===== config.mk =====
export PLATFORM = sky130hd
export DESIGN_NAME = lavm_front
export DESIGN_NICKNAME = d
export VERILOG_FILES = /design/src/hw/rtl/lavm_pkg.sv /design/src/hw/rtl/lavm_front.sv
export SDC_FILE = /design/constraint.sdc
export NUM_CORES = 1
export LEC_CHECK = 0
export ABC_CLOCK_PERIOD_IN_PS = 21900
export BUFFER_PORTS_ARGS = -buffer_cell sky130_fd_sc_hd__buf_4
export CAP_MARGIN = 5
export CORE_MARGIN = 8
export CORE_UTILIZATION = 51
export CTS_CLUSTER_DIAMETER = 150
export DETAILED_ROUTE_END_ITERATION = 7
export PLACE_DENSITY = 0.75
export SETUP_SLACK_MARGIN = 0.1
export SLEW_MARGIN = 20
export SYNTH_ARGS = -nofsm -noshare
export SYNTH_HDL_FRONTEND = slang
export SYNTH_SLANG_ARGS = --single-unit

===== constraint.sdc =====
create_clock -name clk_i -period 21.9 [get_ports clk_i]
set_input_delay 5.475 -clock clk_i [delete_from_list [all_inputs] [get_ports clk_i]]
set_output_delay 5.475 -clock clk_i [all_outputs]
set_load 0.01 [all_outputs]

===== src/hw/rtl/lavm_pkg.sv =====
// Shared types, widths and helpers for the look-at view matrix block.
package lavm_pkg;

  localparam int DATA_W        = 32;
  localparam int FRAC_BITS_DEF = 16;
  localparam int DIFF_W        = DATA_W + 1;
  localparam int VEC_W         = DATA_W + 2;
  localparam int MUL_W         = 2 * VEC_W;
  localparam int SQ_W          = 2 * (DATA_W + 1);
  localparam int ROOT_W        = DATA_W + 1;
  localparam int MAG_W         = DATA_W + 1;
  localparam int Q_DEPTH       = 2;

  localparam logic [1:0] LAST_IDX = 2'd2;
  localparam logic [1:0] LAST_COL = 2'd3;

  typedef struct packed {
    logic signed [DATA_W-1:0] pos_x;
    logic signed [DATA_W-1:0] pos_y;
    logic signed [DATA_W-1:0] pos_z;
    logic signed [DATA_W-1:0] tgt_x;
    logic signed [DATA_W-1:0] tgt_y;
    logic signed [DATA_W-1:0] tgt_z;
    logic signed [DATA_W-1:0] up_x;
    logic signed [DATA_W-1:0] up_y;
    logic signed [DATA_W-1:0] up_z;
  } item_t;

  typedef struct packed {
    logic signed [DATA_W-1:0] elem_row0;
    logic signed [DATA_W-1:0] elem_row1;
    logic signed [DATA_W-1:0] elem_row2;
    logic signed [DATA_W-1:0] elem_row3;
    logic [1:0]               column_index;
    logic                     last_column;
    logic                     degenerate;
  } result_t;

  typedef struct packed {
    logic [2:0][DATA_W-1:0] pos;
    logic [2:0][DATA_W-1:0] up;
    logic [2:0][DIFF_W-1:0] diff;
  } job_t;

  typedef enum logic [2:0] {
    ST_IDLE, ST_SQ, ST_SQRT, ST_DIV, ST_CROSS, ST_DOT, ST_EMIT
  } state_e;

  typedef enum logic [1:0] {
    PH_Z, PH_X, PH_Y
  } phase_e;

  function automatic logic [1:0] idx_next(logic [1:0] i);
    logic [1:0] r;
    case (i)
      2'd0: r = 2'd1;
      2'd1: r = 2'd2;
      default: r = 2'd0;
    endcase
    return r;
  endfunction

endpackage


===== src/hw/rtl/lavm_front.sv =====
// Front end: accepts transactions, forms pos - tgt, queues jobs for the back end.
module lavm_front (
  input  logic           clk_i,
  input  logic           rst_ni,
  input  logic           start,
  output logic           busy,
  input  lavm_pkg::item_t item_i,
  input  logic           pop_i,
  output logic           valid_o,
  output lavm_pkg::job_t job_o
);
  import lavm_pkg::*;

  localparam int PW = $clog2(Q_DEPTH);

  job_t          mem_q [Q_DEPTH];
  logic [PW-1:0] wr_q, rd_q;
  logic [PW:0]   cnt_q;
  logic          push, pop;
  job_t          job_in;

  assign busy    = (cnt_q == (PW+1)'(Q_DEPTH));
  assign valid_o = (cnt_q != '0);
  assign push    = start && !busy;
  assign pop     = pop_i && valid_o;
  assign job_o   = mem_q[rd_q];

  always_comb begin
    job_in.pos  = {item_i.pos_x, item_i.pos_y, item_i.pos_z};
    job_in.up   = {item_i.up_x, item_i.up_y, item_i.up_z};
    job_in.diff = {{item_i.pos_x[DATA_W-1], item_i.pos_x} - {item_i.tgt_x[DATA_W-1], item_i.tgt_x},
                   {item_i.pos_y[DATA_W-1], item_i.pos_y} - {item_i.tgt_y[DATA_W-1], item_i.tgt_y},
                   {item_i.pos_z[DATA_W-1], item_i.pos_z} - {item_i.tgt_z[DATA_W-1], item_i.tgt_z}};
  end

  always_ff @(posedge clk_i) begin
    if (push) begin
      mem_q[wr_q] <= job_in;
    end
  end

  always_ff @(posedge clk_i or negedge rst_ni) begin
    if (!rst_ni) begin
      wr_q  <= '0;
      rd_q  <= '0;
      cnt_q <= '0;
    end else begin
      if (push) wr_q <= wr_q + 1'b1;
      if (pop)  rd_q <= rd_q + 1'b1;
      case ({push, pop})
        2'b10:   cnt_q <= cnt_q + 1'b1;
        2'b01:   cnt_q <= cnt_q - 1'b1;
        default: cnt_q <= cnt_q;
      endcase
    end
  end

endmodule


# [After elaboration in Yosys (flattened, before gate mapping)]
# Memory sizes are Yosys's and may differ from the RTL's.
# Index checks and enable logic that the tools add are counted.
[totals] register_bits=4 ram_bits=582 in_bits=292 out_inout_bits=293 n_memories=1
[op_classes] n_addsub=7 eq_ne=3 muxes=3 n_reduce_logical=5
[memory_table] name="mem_q" depth=2 width=291 read_ports=1 rd_clocked_by_memory_dff=0 wr=1 line="lavm_front.sv:16" rtl="job_t mem_q [Q_DEPTH];"
[op_table] op="$sub A32 B32 Y33" n=3
[op_table] op="$eq A2 B2 Y1 const B" n=2
[op_table] op="$pmux W2 S2" n=1
[op_table] op="$reduce_bool A2 Y1" n=2
[op_table] op="$add A1 B1 Y1 const B" n=2
[op_table] op="$add A2 B1 Y2 const B" n=1
[op_table] op="$eq A2 B1 Y1 const B" n=1
[op_table] op="$logic_and A1 B1 Y1" n=2
[op_table] op="$mux W1" n=2
[op_table] op="$sub A2 B1 Y2 const B" n=1
[op_table] op="$logic_not A1 Y1" n=1

# [Logic depth before layout (Yosys ltp)]
[logic_depth] depth_word=5 mapped_depth=11

# [Least setup slack after synthesis]
# Ideal clock, no wire load.
[synth_timing] path_kind="input to register" from="input start" to="memory mem_q[0][0] (netlist name), enable pin" setup_ns=0.949 t_arrival_ns=17.618 t_required_ns=20.951 slack_ns=3.333 stages=2 path_cell_list="nand2_1 -> nor2_1"
[synth_via] elab_chain_cells=3
[synth_rtl] item="from (decl)" line="lavm_front.sv:5" rtl="input logic start,"
[synth_rtl] item="$logic_and A1 B1 Y1" line="lavm_front.sv:24" rtl="assign push = start && !busy;"
[synth_rtl] item="$mux W1" line="lavm_front.sv:37" rtl="if (push) begin"
[synth_rtl] item="$mux W1 (implied by the code)" line="lavm_front.sv:38" rtl="mem_q[wr_q] <= job_in;"
[synth_rtl] item="to (decl)" line="lavm_front.sv:16"
# Every way passes these cells.

==> flow_summary.toml <==
[synth]
syn_avg_cell_area_sq_um = 15.23
synth_seq_area_share_pct = 66.62
synth_fp_nets = 2124
ys_async_sr_fraction_pct = 0.6826
synth_cell_types = 63
yosysTopAreaCell = "edfxtp_1"
ys_ff_latch = 586
synth_ff_type = "edfxtp_1"
syn_inst = 1732
synth_top_area_share_pct = 66.24
syn-cell-area_sq_um = 26380
synth_edf_count = 582
synth.area.top_cells = "edfxtp_1 66%, mux2_2 12%, ha_1 4.6%, xnor2_1 1.9%, inv_1 1.7%"
synth_warnings = 0

[routing]
finalWirelength_um = 68990
ant_nets = 0
drc_errors = 0
dr.first_iter.drc_count = 1215
first_pass_iters = 5
num_vias = 16750
wl_per_cell_um = 22.45
routed_via_density = 5.451

[grt]
antenna_found_initial = 3
grt_max_degree = 179
grt_use_total_pct = 22.42
grt_first_pass_wirelength_um = 103800
grt_pass1_vias = 17490
grt_overflow_total = 0

[power]
p_leak_nw = 13.17
ir_drop_mv = 0.1244
power_density_nw_per_um2 = 121.7

[clock_tree]
cts_buffers = 59
cts_tree = "built"
root_buffer = "clkbuf_16"
cts_hold_repair.buffers = 0
clkLatencyLatePin_ns = 0.61
postCtsSetupBuffers = 0
cts_buffer_depth = 3
clkTransAtPathRegs_ns = 0.07
cts.repair.resized = 0
htreeDepth = 2
clkSinkCount = 586

[status]
outcome = "completed"

[job]
maxCapViolations = 0

[worst_setup_path]
critPathArrivalTime_ns = 3.18
cp.required_ns = 16.43
path_buf_inv = 2
critPathKind = "register to output port"
critPathLaunchType = "register"
cp_max_fo = 178
worst_path_max_delay_cell = "dfrtp_4"
crit_family = "flip-flops"
cpPeakStageDelay_ns = 0.92
crit_chain = "buf_12 > mux2_2 > buf_4"
endpoint_kind = "output port"

[placement]
gp_congestion = 0.9198
hpwl_um = 50770
portBuffers = 584
placed_area_sq_um = 31540
place_ws_ns = 13.23

[die]
ios = 585
core_sq_um = 51200
die_x_um = 243.4
die_area_sq_um = 59270
die_h_um = 243.4
row_count = 83
start_util_pct = 51.53

[timing]
setup_viol = 0
hold_slack_ns = 0.5091
fin_crit_sh_pct = 39.52
maxSlewHeadroom_pct = 17.42
setup_slack_ns = 13.24
hold_viol = 0
finalCriticalPeriod_ns = 8.656
rsz0062_at_grt = "false"
max_freq_mhz = 115.5
final_max_slew_viol_count = 0
setup-tns-final_ns = 0
skew_ns = 0.01571
worstMarginPinSlew_ns = 1.239

[min_path]
hold_path.class = "register to register"

[final_layout]
fin_nets = 2731
design_area_sq_um = 33500
drive_gt1_share_pct = 41.52
area_growth_pct = 26.97
-- flip-flops by register name, summed over array words and instances, names as in the netlist --
signal  count
cnt_q       2
mem_q     582
rd_q        1
wr_q        1
-- Yosys cell counts, types with 4 or more instances --
master / number
nand3_1: 22
dfrtp_1: 4
o31a_1: 8
or3_1: 4
and3_1: 11
nand2b_1: 11
a211o_1: 4
mux2_2: 291
xor2_1: 28
ha_1: 97
nand4_1: 8
and2_1: 4
xnor2_1: 57
nor2_1: 60
inv_1: 121
o21a_1: 14
a31oi_1: 17
a21oi_1: 77
o211ai_1: 9
nor4_1: 5
nor3_1: 11
or2_2: 4
a21o_1: 27
nor2b_1: 18
nand2_1: 67
edfxtp_1: 582
o22ai_1: 5
o21bai_1: 8
clkbuf_1: 47
o21ai_0: 52
a211oi_1: 7
-- per-stage QoR --
step / std cells / power (mW) / util (%)
final: 3073 / 4.078 / 65.43
after global routing: 3071 / 4.258 / 65.42
after CTS: 3069 / 4.123 / 65.41
after detailed placement: 2958 / 3.104 / 61.61
after global placement: 2958 / 3.081 / 61.61
after floorplan: 1732 / 2.521 / -
-- kinds of logic after synthesis --
logic type / Yosys count / share of synthesized area, %
flops: 586 / 66.62
simple gates: 237 / 4.392
xor+xnor: 85 / 2.822
fa+ha+maj: 100 / 4.828
mux: 291 / 12.42
compound gates: 264 / 6.511
buf+inv: 169 / 2.404
-- cells in the final DEF (no fill, tap or decap), types with 5 or more instances in the layout --
cell / n
xor2_1: 28
a21o_1: 27
and3_1: 10
o21ai_0: 52
nand4_1: 8
a211oi_1: 7
clkbuf_1: 10
nor2b_1: 18
o21bai_1: 8
edfxtp_1: 582
a21oi_1: 77
nand2b_1: 11
inv_1: 121
clkbuf_16: 60
o31a_1: 8
o21a_1: 14
o22ai_1: 5
a31oi_1: 17
nand2_1: 67
nor2_1: 59
nand3_1: 22
nor4_1: 5
clkinvlp_4: 7
xnor2_1: 57
nor3_1: 11
mux2_2: 291
clkinv_2: 12
bufinv_16: 7
ha_1: 97
o211ai_1: 9
clkinv_1: 11
buf_4: 593
-- layer usage --
layer	routed length, um	up-vias	GRT usage [%]
met2	34890	629	39.21
met5	13	-	0
met4	1621	2	6.012
li1	-	7781	-
met1	26020	8239	26.38
met3	6447	100	7.232
-- path summary, 6_finish.rpt --
| check | slack (ns) | startpoint | depth (start not counted) | endpoint |
|---|---|---|---|---|
| max in group asynchronous | 17.14 | rst_ni | 1 | rd_q |
| worst max register to register | 18.23 | cnt_q[0] | 5 | mem_q[0][242] |
| worst max-delay path | 13.24 | rd_q | 3 | job_o[46] |
| worst min register to register | 0.51 | cnt_q[1] | 1 | cnt_q[1] |
| worst min-delay path | 0.51 | cnt_q[1] | 1 | cnt_q[1] |
| min in group asynchronous | 4.65 | rst_ni | 1 | cnt_q[1] |
-- area by class of cell --
type,instances,area [sq um]
Antenna cell,4,10.01
Multi-Input combinational cell,977,8184
Clock buffer,70,1539
Inverter,121,454.2
Fill cell,3711,17700
Tap cell,680,850.8
Clock inverter,41,406.6
Sequential cell,586,17580
Timing Repair Buffer,594,4472
-- where the power goes --
part / switching (mW) / leakage, nW / internal, mW
clock: 0.425 / 0.935 / 0.585
combinational: 0.753 / 6.78 / 0.675
sequential: 0.0731 / 5.45 / 1.57
total: 1.25 / 13.2 / 2.83
Note: power is estimated with default switching activity, not from simulation.
